### src/design/i2cmts_pkg.sv
// ----------------------------------------------------------------------------
// i2cmts_pkg
// Types, bus status codes and sizes shared by the I2C master transfer
// sequencer.
// ----------------------------------------------------------------------------
package i2cmts_pkg;

  // Depth of the write-byte store and the width of an index into it.
  localparam int WRITE_DEPTH = 16;
  localparam int WR_IDX_W    = $clog2(WRITE_DEPTH);

  // Item kinds.
  localparam logic [1:0] KIND_START = 2'd0;
  localparam logic [1:0] KIND_LOAD  = 2'd1;
  localparam logic [1:0] KIND_EVENT = 2'd2;

  // Status codes reported by the bus engine.
  localparam logic [7:0] BUS_START       = 8'h08;
  localparam logic [7:0] BUS_RESTART     = 8'h10;
  localparam logic [7:0] BUS_SLA_W_ACK   = 8'h18;
  localparam logic [7:0] BUS_SLA_W_NACK  = 8'h20;
  localparam logic [7:0] BUS_DATA_W_ACK  = 8'h28;
  localparam logic [7:0] BUS_DATA_W_NACK = 8'h30;
  localparam logic [7:0] BUS_ARB_LOST    = 8'h38;
  localparam logic [7:0] BUS_SLA_R_ACK   = 8'h40;
  localparam logic [7:0] BUS_SLA_R_NACK  = 8'h48;
  localparam logic [7:0] BUS_DATA_R_ACK  = 8'h50;
  localparam logic [7:0] BUS_DATA_R_NACK = 8'h58;

  // Direction bit of the address byte that selects a read.
  localparam logic [7:0] ADDR_READ_BIT = 8'h01;

  // Transfer status codes.
  typedef enum logic [2:0] {
    TS_IDLE      = 3'd0,
    TS_OK        = 3'd1,
    TS_NO_DATA   = 3'd2,
    TS_NACK_DATA = 3'd3,
    TS_NACK_ADDR = 3'd4,
    TS_ARB_LOST  = 3'd5
  } xfer_status_t;

  typedef struct packed {
    logic [1:0] kind;
    logic [7:0] slave_addr;
    logic [4:0] tx_count;
    logic [7:0] rx_count;
    logic [3:0] load_index;
    logic [7:0] load_byte;
    logic [7:0] bus_status;
    logic [7:0] bus_data;
  } in_item_t;

  typedef struct packed {
    logic       data_valid;
    logic [7:0] data_out;
    logic       clear_start;
    logic       set_start;
    logic       set_stop;
    logic       ack_valid;
    logic       ack_assert;
    logic       rx_valid;
    logic [7:0] rx_byte;
    logic [7:0] rx_index;
    logic [2:0] status;
    logic       done_res;
  } out_item_t;

  // Write port of the write-byte store.
  typedef struct packed {
    logic                en;
    logic [WR_IDX_W-1:0] idx;
    logic [7:0]          data;
  } wstore_wr_t;

endpackage

### src/design/i2cmts_wstore.sv
// ----------------------------------------------------------------------------
// i2cmts_wstore
// Write-byte store: one write port, one asynchronous read port.
// ----------------------------------------------------------------------------
module i2cmts_wstore
  import i2cmts_pkg::*;
(
  input  logic                clk,
  input  wstore_wr_t          wr,
  input  logic [WR_IDX_W-1:0] rd_idx,
  output logic [7:0]          rd_data
);

  // Contents are undefined until written, so the array has no reset.
  logic [7:0] mem_r [WRITE_DEPTH];

  always_ff @(posedge clk) begin
    if (wr.en) begin
      mem_r[wr.idx] <= wr.data;
    end
  end

  assign rd_data = mem_r[rd_idx];

endmodule

### src/design/i2cmts_ctrl.sv
// ----------------------------------------------------------------------------
// i2cmts_ctrl
// Transfer state registers and the single-step decode of one item.
// ----------------------------------------------------------------------------
module i2cmts_ctrl
  import i2cmts_pkg::*;
(
  input  logic                clk,
  input  logic                rst_n,
  input  logic                step,
  input  in_item_t            item,
  input  logic [7:0]          store_rd_data,
  output logic [WR_IDX_W-1:0] store_rd_idx,
  output wstore_wr_t          store_wr,
  output out_item_t           result
);

  logic [7:0]   addr_r, addr_nxt;
  logic [4:0]   wlen_r, wlen_nxt;
  logic [7:0]   rlen_r, rlen_nxt;
  logic [4:0]   wpos_r, wpos_nxt;
  logic [7:0]   rpos_r, rpos_nxt;
  xfer_status_t xst_r, xst_nxt;

  logic         more_writes;
  logic [8:0]   ack_pos;

  assign more_writes  = (wpos_r < wlen_r);
  assign store_rd_idx = wpos_r[WR_IDX_W-1:0];

  assign store_wr.en   = step && (item.kind == KIND_LOAD);
  assign store_wr.idx  = item.load_index[WR_IDX_W-1:0];
  assign store_wr.data = item.load_byte;

  always_comb begin
    addr_nxt = addr_r;
    wlen_nxt = wlen_r;
    rlen_nxt = rlen_r;
    wpos_nxt = wpos_r;
    rpos_nxt = rpos_r;
    xst_nxt  = xst_r;
    ack_pos  = '0;
    result   = '0;

    case (item.kind)
      KIND_START: begin
        addr_nxt = item.slave_addr;
        wlen_nxt = (item.tx_count > 5'(WRITE_DEPTH)) ? 5'(WRITE_DEPTH) : item.tx_count;
        rlen_nxt = item.rx_count;
        wpos_nxt = '0;
        rpos_nxt = '0;
        xst_nxt  = TS_IDLE;
        result.set_start = 1'b1;
      end
      KIND_EVENT: begin
        unique case (item.bus_status)
          BUS_START: begin
            wpos_nxt = '0;
            result.data_valid  = 1'b1;
            result.data_out    = (wlen_r == '0) ? (addr_r | ADDR_READ_BIT) : addr_r;
            result.clear_start = 1'b1;
          end
          BUS_RESTART: begin
            rpos_nxt = '0;
            result.data_valid  = 1'b1;
            result.data_out    = more_writes ? addr_r : (addr_r | ADDR_READ_BIT);
            result.clear_start = 1'b1;
          end
          BUS_SLA_W_ACK: begin
            if (wlen_r == '0) begin
              xst_nxt = TS_NO_DATA;
              result.set_stop    = 1'b1;
              result.clear_start = 1'b1;
              result.done_res    = 1'b1;
            end else if (more_writes) begin
              result.data_valid = 1'b1;
              result.data_out   = store_rd_data;
              wpos_nxt          = wpos_r + 5'd1;
            end
          end
          BUS_DATA_W_ACK: begin
            if (more_writes) begin
              result.data_valid = 1'b1;
              result.data_out   = store_rd_data;
              wpos_nxt          = wpos_r + 5'd1;
            end else if (rlen_r != '0) begin
              rpos_nxt         = '0;
              result.set_start = 1'b1;
            end else begin
              xst_nxt = TS_OK;
              result.set_stop    = 1'b1;
              result.clear_start = 1'b1;
              result.done_res    = 1'b1;
            end
          end
          BUS_DATA_W_NACK: begin
            xst_nxt = TS_NACK_DATA;
            result.set_stop    = 1'b1;
            result.clear_start = 1'b1;
            result.done_res    = 1'b1;
          end
          BUS_SLA_R_ACK: begin
            ack_pos = {1'b0, rpos_r} + 9'd1;
            result.ack_valid  = 1'b1;
            result.ack_assert = (ack_pos < {1'b0, rlen_r});
          end
          BUS_DATA_R_ACK: begin
            // A byte beyond the read count is dropped and the position held.
            if (rpos_r < rlen_r) begin
              result.rx_valid = 1'b1;
              result.rx_byte  = item.bus_data;
              result.rx_index = rpos_r;
              rpos_nxt        = rpos_r + 8'd1;
            end
            ack_pos = {1'b0, rpos_nxt} + 9'd1;
            result.ack_valid  = 1'b1;
            result.ack_assert = (ack_pos < {1'b0, rlen_r});
          end
          BUS_DATA_R_NACK: begin
            if (rpos_r < rlen_r) begin
              result.rx_valid = 1'b1;
              result.rx_byte  = item.bus_data;
              result.rx_index = rpos_r;
              rpos_nxt        = rpos_r + 8'd1;
            end
            xst_nxt = TS_OK;
            result.set_stop    = 1'b1;
            result.clear_start = 1'b1;
            result.done_res    = 1'b1;
          end
          BUS_SLA_W_NACK, BUS_SLA_R_NACK: begin
            xst_nxt = TS_NACK_ADDR;
            result.set_stop    = 1'b1;
            result.clear_start = 1'b1;
            result.done_res    = 1'b1;
          end
          default: begin
            // Lost arbitration, and any code the sequencer does not know.
            xst_nxt = TS_ARB_LOST;
            result.clear_start = 1'b1;
            result.done_res    = 1'b1;
          end
        endcase
      end
      default: begin
      end
    endcase

    result.status = xst_nxt;
  end

  always_ff @(posedge clk) begin
    if (!rst_n) begin
      addr_r <= '0;
      wlen_r <= '0;
      rlen_r <= '0;
      wpos_r <= '0;
      rpos_r <= '0;
      xst_r  <= TS_IDLE;
    end else if (step) begin
      addr_r <= addr_nxt;
      wlen_r <= wlen_nxt;
      rlen_r <= rlen_nxt;
      wpos_r <= wpos_nxt;
      rpos_r <= rpos_nxt;
      xst_r  <= xst_nxt;
    end
  end

endmodule

### src/design/i2c_master_transfer_sequencer.sv
// ----------------------------------------------------------------------------
// i2c_master_transfer_sequencer
// Master-side sequencer of an I2C transfer, one result per transaction.
//
// Every accepted input transaction yields exactly one result transaction.
// The block takes one transaction per clock cycle while the output side is
// not stalled: a transaction is held in the input register until it can be
// decoded, is decoded against the transfer state in a single combinational
// step, and its result is captured in the output register, from which it is
// presented. The input side keeps accepting while a result waits to be
// taken, as long as the decode step has somewhere to put its result.
// A start transaction captures the address byte and the write and read
// counts and asks for START; load transactions fill the sixteen-byte write
// store, whose entries must be written before the transfer reads them; bus
// status events choose the next byte to send, repeated START or STOP, the
// ACK or NACK for the next received byte, and report each received byte
// with its index and the transfer status.
// ----------------------------------------------------------------------------
module i2c_master_transfer_sequencer
  import i2cmts_pkg::*;
(
  input  logic      clk,
  input  logic      rst_n,
  input  logic      in_valid,
  output logic      in_ready,
  input  in_item_t  in_item,
  output logic      out_valid,
  input  logic      out_ready,
  output out_item_t out_item
);

  // Input register stage.
  logic      in_vld_r;
  in_item_t  in_item_r;

  // Output register stage.
  logic      out_vld_r;
  out_item_t out_item_r;

  logic                step;
  out_item_t           step_result;
  logic [WR_IDX_W-1:0] store_rd_idx;
  logic [7:0]          store_rd_data;
  wstore_wr_t          store_wr;

  // The held transaction is decoded when the output register is empty or is
  // being emptied in this cycle; the state then advances with it.
  assign step     = in_vld_r && (!out_vld_r || out_ready);
  assign in_ready = !in_vld_r || step;

  always_ff @(posedge clk) begin
    if (!rst_n) begin
      in_vld_r <= 1'b0;
    end else if (in_ready) begin
      in_vld_r <= in_valid;
    end
  end

  always_ff @(posedge clk) begin
    if (in_ready && in_valid) begin
      in_item_r <= in_item;
    end
  end

  always_ff @(posedge clk) begin
    if (!rst_n) begin
      out_vld_r <= 1'b0;
    end else if (step) begin
      out_vld_r <= 1'b1;
    end else if (out_ready) begin
      out_vld_r <= 1'b0;
    end
  end

  always_ff @(posedge clk) begin
    if (step) begin
      out_item_r <= step_result;
    end
  end

  i2cmts_ctrl u_ctrl (
    .clk          (clk),
    .rst_n        (rst_n),
    .step         (step),
    .item         (in_item_r),
    .store_rd_data(store_rd_data),
    .store_rd_idx (store_rd_idx),
    .store_wr     (store_wr),
    .result       (step_result)
  );

  i2cmts_wstore u_wstore (
    .clk    (clk),
    .wr     (store_wr),
    .rd_idx (store_rd_idx),
    .rd_data(store_rd_data)
  );

  assign out_valid = out_vld_r;
  assign out_item  = out_item_r;

endmodule

### config.mk
export PLATFORM = sky130hd
export DESIGN_NAME = i2c_master_transfer_sequencer
export DESIGN_NICKNAME = d
export VERILOG_FILES = /design/src/design/i2cmts_pkg.sv /design/src/design/i2cmts_wstore.sv /design/src/design/i2cmts_ctrl.sv /design/src/design/i2c_master_transfer_sequencer.sv
export SDC_FILE = /design/constraint.sdc
export NUM_CORES = 1
export LEC_CHECK = 0
export ABC_AREA = 1
export BUFFER_PORTS_ARGS = -buffer_cell sky130_fd_sc_hd__buf_2
export CELL_PAD_IN_SITES_DETAIL_PLACEMENT = 0
export CELL_PAD_IN_SITES_GLOBAL_PLACEMENT = 2
export CORE_MARGIN = 1
export CORE_UTILIZATION = 30
export DETAILED_ROUTE_END_ITERATION = 7
export PLACE_DENSITY_LB_ADDON = 0.1
export SLEW_MARGIN = 5
export SYNTH_ARGS = -nofsm -noshare
export SYNTH_HDL_FRONTEND = slang
export SYNTH_SLANG_ARGS = --single-unit
### constraint.sdc
create_clock -name clk -period 4.05 [get_ports clk]
set_clock_uncertainty 0.15 [all_clocks]
set_input_delay 0.405 -clock clk [delete_from_list [all_inputs] [get_ports clk]]
set_output_delay 0.405 -clock clk [all_outputs]
set_load 0.01 [all_outputs]
==> results of run 1 <==
kinds of logic after synthesis:
logic type	synth area share, %
simple gates	12.30
fa+ha+maj	3.175
flops	66.04
buf+inv	5.590
compound gates	9.525
mux	2.574
xor+xnor	0.7938
timing repair:
item / 4_1_cts / 5_1_grt
gates resized for setup: 0 / 0
hold endpoints to repair: 54 / 0
hold buffers: 55 / 0
layout make-up:
cell class              count  area [um^2]
inverters                 125        469.2
clock buffers              52        924.6
repair buffers            167         1176
well taps                 461        576.8
clock inverters             6        93.84
fillers                  3611        22250
flip-flops and latches    257         7291
multi-input cells         568         3131
cells in the mapped netlist (all sizes together):
cell type and n:
nand4 6, or2 1, a32oi 1, nor2 92, o21a 1, edfxtp 214
nor3 8, a211oi 3, mux2 3, nor4 3, ha 28, xnor2 2
a21boi 1, a31oi 6, clkbuf 17, nand3 61, and2 2, o211ai 6
xor2 8, a22oi 3, nand2 135, dfxtp 43, o21ai 84, a22o 1
buf 14, mux2i 25, inv 122, nand3b 1, a21oi 87, clkinv 3
critical path, cell delays in order, from the launching register on:
cell and delay (ns):
dfxtp_1 0.29, inv_1 0.14, ha_1 0.27, a21oi_1 0.14, o21a_1 0.27, nand2_4 0.18
nand2_1 0.11, and2_1 0.18, ha_1 0.19, nand3_1 0.09, nor2_1 0.24, xor2_1 0.18
ha_1 0.25, nand2_1 0.09, nor2_1 0.05, a211oi_1 0.18, nand2_1 0.09, nand2_1 0.06
nand2_1 0.05, nand2_1 0.05, nand2_1 0.04, a21oi_1 0.11
state kept, by name (all words and copies together), names as in the netlist, named ones only:
name	flops
u_ctrl.xst_r	3
u_ctrl.wlen_r	5
u_ctrl.addr_r	8
u_ctrl.rpos_r	8
in_item_r	51
u_ctrl.rlen_r	8
u_wstore.mem_r	128
out_item	35
u_ctrl.wpos_r	5
in_vld_r	1
out_valid	1
layout by cell type, fill, tap and decap left out, types with 8 or more instances in the layout:
master and instances:
nand3_1 60, buf_4 20, xor2_1 8, mux2i_1 25, nor2_1 85, inv_1 112
o21ai_0 77, edfxtp_1 214, nand2_1 127, dlygate4sd3_1 55, a21oi_1 85, inv_2 9
dfxtp_1 42, buf_2 91, clkbuf_1 14, ha_1 28, clkbuf_16 31
metrics by stage:
stage | power [W] | instances | hold WS [ns] | worst slack (ns)
after CTS | 0.006241 | 1636 | 0.3159 | 0.4545
after detailed placement | 0.003398 | 1523 | 0.3080 | 0.4646
after floorplan | 0.003269 | 981 | 0.2908 | 0.9076
after global placement | 0.003402 | 1523 | 0.3039 | 0.5331
final | 0.006141 | 1636 | 0.3132 | 0.4914
after global routing | 0.006395 | 1636 | 0.3330 | 0.1312
final timing paths:
| path | cells after the start | slack (ns) | to | start |
|---|---|---|---|---|
| worst max-delay path | 21 | 0.49 | out_item[21] | u_ctrl.rlen_r[5] |
| worst min-delay path | 2 | 0.31 | u_ctrl.addr_r[7] | u_ctrl.addr_r[7] |
| worst max register to register | 21 | 0.49 | out_item[21] | u_ctrl.rlen_r[5] |
| worst min register to register | 2 | 0.31 | u_ctrl.addr_r[7] | u_ctrl.addr_r[7] |
power breakdown:
group          switching, W  internal [W]
clock               0.00109       0.00167
sequential        0.0000493       0.00293
combinational      0.000241      0.000163
per-layer routing:
| layer | global-route usage, % | up-vias |
|---|---|---|
| li1 | - | 3752 |
| met1 | 22.15 | 3521 |
| met2 | 24.44 | 121 |
| met3 | 2.331 | 47 |
| met4 | 4.148 | 0 |
| met5 | 0 | - |
==> flow_summary.ini, run 1 <==
[status]
run_status = completed

[worst_setup_path]
worst_setup_path_start_kind = flop
crit_fanout = 13
critPathArrivalTime_ns = 3.85
end_kind = flop
worstPathRequired_ns = 4.34
path_class = reg2reg

[die]
dieHeight_um = 193.8
die_x_um = 193.8
num_rows = 69
die_area_um2 = 37550
initial_core_util_pct = 30.72
core_area_um2 = 35910
io_pins = 92

[synthesis]
synthCells = 981
syn_avg_cell_area_um2 = 11.25
yosysUniqueCellTypes = 45
synth_fp_nets = 1064
yosysTopAreaCell = edfxtp_1
synth_top_area_share_pct = 58.24
yosysSeqAreaShare_pct = 66.04
syn_area_um2 = 11030
ys_warn_count = 0
ys_seq_elements = 257
synth_area_leaders = edfxtp_1, dfxtp_1, nand2_1

[clocking]
cts-buffers-inserted = 31
cts_tree = done
clock_sinks = 257
clk_pin_slew_ns = 0.06
clock_latency_ns = 0.58
htreeDepth = 1
cts_setup_buffers = 0
cts_root_buf = clkbuf_16
cts_buffer_depth = 3

[final_layout]
drive_gt1_share_pct = 16.43
fin_nets = 1233
n_antenna_cell = 0
final_area_um2 = 13660
utilization_pct = 38.04
syn_to_final_growth_pct = 23.81

[timing]
max_slew.worst_pin.slew_ns = 0.9005
maxSlewHeadroom_pct = 39.75
setup_viol = 0
finalCriticalPeriod_ns = 3.559
rsz0062_at_grt = false
maxSlewViolCount = 0
finalHoldViolations = 0
post-route-period-util_pct = 87.87
fmax_mhz = 281.0
setup_tns_ns = 0

[global_route]
grt_max_degree = 56
grt.overflow.total = 0
grt_usage_pct = 15.51
grt_pass1_wl_mm = 44.85
first_global_vias = 7701
antenna_found_initial = 0

[routing]
viasPerCell = 4.548
wl_met3_mm = 1.022
postRouteAntennaNets = 0
wl_met2_mm = 12.80
drc = 0
dr.pass1.iters = 5
drt-met1-wl_mm = 14.22
totalWireLength_mm = 28.63
avgRoutedWirePerCell_um = 17.50
first_iter_violations = 477
vias = 7441
topRoutingLayerUsed = met4

[placed_design]
place_area_um2 = 12090
port_buffers = 91
dp_hpwl_mm = 19.18
gp_congestion = 0.7460

[pwr]
p_leak_nw = 5.176
power_density_nw_per_um2 = 449.5
peakVddDrop_uv = 310.1

[run]
maxCapViolCount = 0

[worst_hold_path]
hp-class = reg2reg
Note: power is estimated with default switching activity, not from simulation.
==> inputs of run 2 (changes only) <==
Settings changed: CORE_UTILIZATION 30 to 40, HOLD_SLACK_MARGIN set to 0.1.
==> run 2 against run 1 <==
  * Critical path depth did not move
  * Critical path type unchanged
  * Clock-buffer cell count is 14 lower
  * Sequential cell count unchanged
  * Largest cell class unchanged
  * Highest routed layer unchanged
  * Total power is 4.6% lower
  * Final area is 1.9% lower
  * Fmax shrank 2.1%
  * Combinational power shrank 1%
==> flow_summary.ini, run 2 (synthesized netlist as in run 1, its figures left out) <==
[worst_setup_path]
crit_slowest_cell = dfxtp_1
worstPathRequired_ns = 4.29
slowest_delay_ns = 0.29
path_class = reg2reg
cp_num_buf_inv = 1
worst_path_most_repeated_cell = nand2_1
worst_setup_path_start_kind = flop
crit_family = simple AND/OR/NAND/NOR gates
path_cells = inv_1 -> ha_1 -> a21oi_1 -> o21a_1 -> nand2_4 -> nand2_1 -> and2_1 -> ha_1 -> nand3_1 -> nor2_1 -> xor2_1 -> ha_1 -> nand2_1 -> nor2_1 -> a211oi_1 -> nand2_1 -> nand2_1 -> nand2_1 -> nand2_1 -> nand2_1 -> a21oi_1
crit_fanout = 13
critPathArrivalTime_ns = 3.87
end_kind = flop

[timing]
rsz0062_at_grt = false
max_slew.worst_pin.slew_ns = 0.9252
post-route-period-util_pct = 89.75
setup_tns_ns = 0
maxSlewViolCount = 0
setup_viol = 0
maxSlewHeadroom_pct = 38.09
layout_setup_ws_ns = 0.4150
finalCriticalPeriod_ns = 3.635
hold_slack_ns = 0.3173
fmax_mhz = 275.1
finalHoldViolations = 0

[routing]
vias = 7442
totalWireLength_mm = 25.87
drc = 0
dr.pass1.iters = 5
avgRoutedWirePerCell_um = 17.16
first_iter_violations = 413
postRouteAntennaNets = 0
viasPerCell = 4.935

[final_layout]
drive_gt1_share_pct = 16.45
final_cell_mix = edfxtp_1, nand2_1, inv_1
largest-register = u_wstore.mem_r
fin_nets = 1231
largest_reg_flops = 128
n_antenna_cell = 0
utilization_pct = 49.58
syn_to_final_growth_pct = 21.43
layout_commonest_cell = edfxtp_1

[global_route]
antenna_found_initial = 0
grt.met1_usage_pct = 28.60
use_met2_pct = 28.10
grt_util_met3_pct = 2.586
grt_max_degree = 52
grt.overflow.total = 0
first_global_vias = 7187
grt_busiest_layer = met1
grt_usage_pct = 18.64
grt_pass1_wl_mm = 40.48

[clocking]
clock_sinks = 257
cts-buffers-inserted = 28
cts_buffer_depth = 3
htreeDepth = 1
clock_latency_ns = 0.54
cts_tree = done
ctsResizeCount = 0
cts_root_buf = clkbuf_16
clk_pin_slew_ns = 0.06

[placed_design]
dp_hpwl_mm = 17.27
port_buffers = 91
gp_congestion = 0.8021
pre_cts_slack_ns = 0.4133

[die]
num_rows = 60
die_area_um2 = 28250
io_pins = 92
initial_core_util_pct = 40.83
core_area_um2 = 27030
die_x_um = 168.1
dieHeight_um = 168.1

[pwr]
peakVddDrop_uv = 276.2
power_density_nw_per_um2 = 437.4
finalPower_w = 0.005860
p_leak_nw = 5.134

[worst_hold_path]
hp-class = reg2reg

[run]
maxCapViolCount = 0

[status]
run_status = completed
## run 2: changes by cell type in the layout (fill, tap and decap cells not counted), sizes merged
cell and change:
bufinv +1, clkbuf -14, buf +1, clkinv +4
## run 2: area by class of cell
class,instances,area (um^2)
Inverter,125,469.2
Fill cell,2434,13630
Multi-Input combinational cell,568,3131
Sequential cell,257,7291
Tap cell,341,426.7
Timing Repair Buffer,168,1184
Clock buffer,38,758.2
Clock inverter,11,140.1
## run 2: worst paths after layout
| kind | startpoint | to | slack (ns) | cells past startpoint |
|---|---|---|---|---|
| worst max-delay path | u_ctrl.rlen_r[7] | out_item[21] | 0.41 | 21 |
| worst min-delay path | u_ctrl.addr_r[7] | u_ctrl.addr_r[7] | 0.32 | 2 |
| worst max register to register | u_ctrl.rlen_r[7] | out_item[21] | 0.41 | 21 |
| worst min register to register | u_ctrl.addr_r[7] | u_ctrl.addr_r[7] | 0.32 | 2 |
## run 2: worst reg2reg max path: stages (launching register included)
cell and delay [ns]:
dfxtp_1 0.29, inv_1 0.17, ha_1 0.29, a21oi_1 0.16, o21a_1 0.27, nand2_4 0.17, nand2_1 0.11, and2_1 0.18
ha_1 0.20, nand3_1 0.08, nor2_1 0.25, xor2_1 0.19, ha_1 0.26, nand2_1 0.08, nor2_1 0.05, a211oi_1 0.16
nand2_1 0.10, nand2_1 0.06, nand2_1 0.05, nand2_1 0.05, nand2_1 0.04, a21oi_1 0.12
## run 2: timing repair
item	in CTS	in global routing
buffers inserted	0	0
hold buffers	55	0
hold endpoints to repair	61	0
## run 2: per-layer routing
metal  part of all wire [%]  wire, um
met3                    3.9      1011
met4                    1.4       374
met5                      0         0
met1                     51     13240
met2                     43     11250
## run 2: power by group
group	internal, W	total (W)	leakage, nW	switching (W)
sequential	0.00293	0.00297	2.33	0.0000465
combinational	0.000162	0.000400	2.36	0.000238
clock	0.00149	0.00249	0.443	0.000994
total	0.00458	0.00586	5.13	0.00128
## run 2: through the flow
| stage | std cells | instance area (um^2) |
|---|---|---|
| after floorplan | 981 | 11030 |
| after global placement | 1404 | 11950 |
| after detailed placement | 1404 | 11950 |
| after CTS | 1508 | 13400 |
| after global routing | 1508 | 13400 |
| final | 1508 | 13400 |
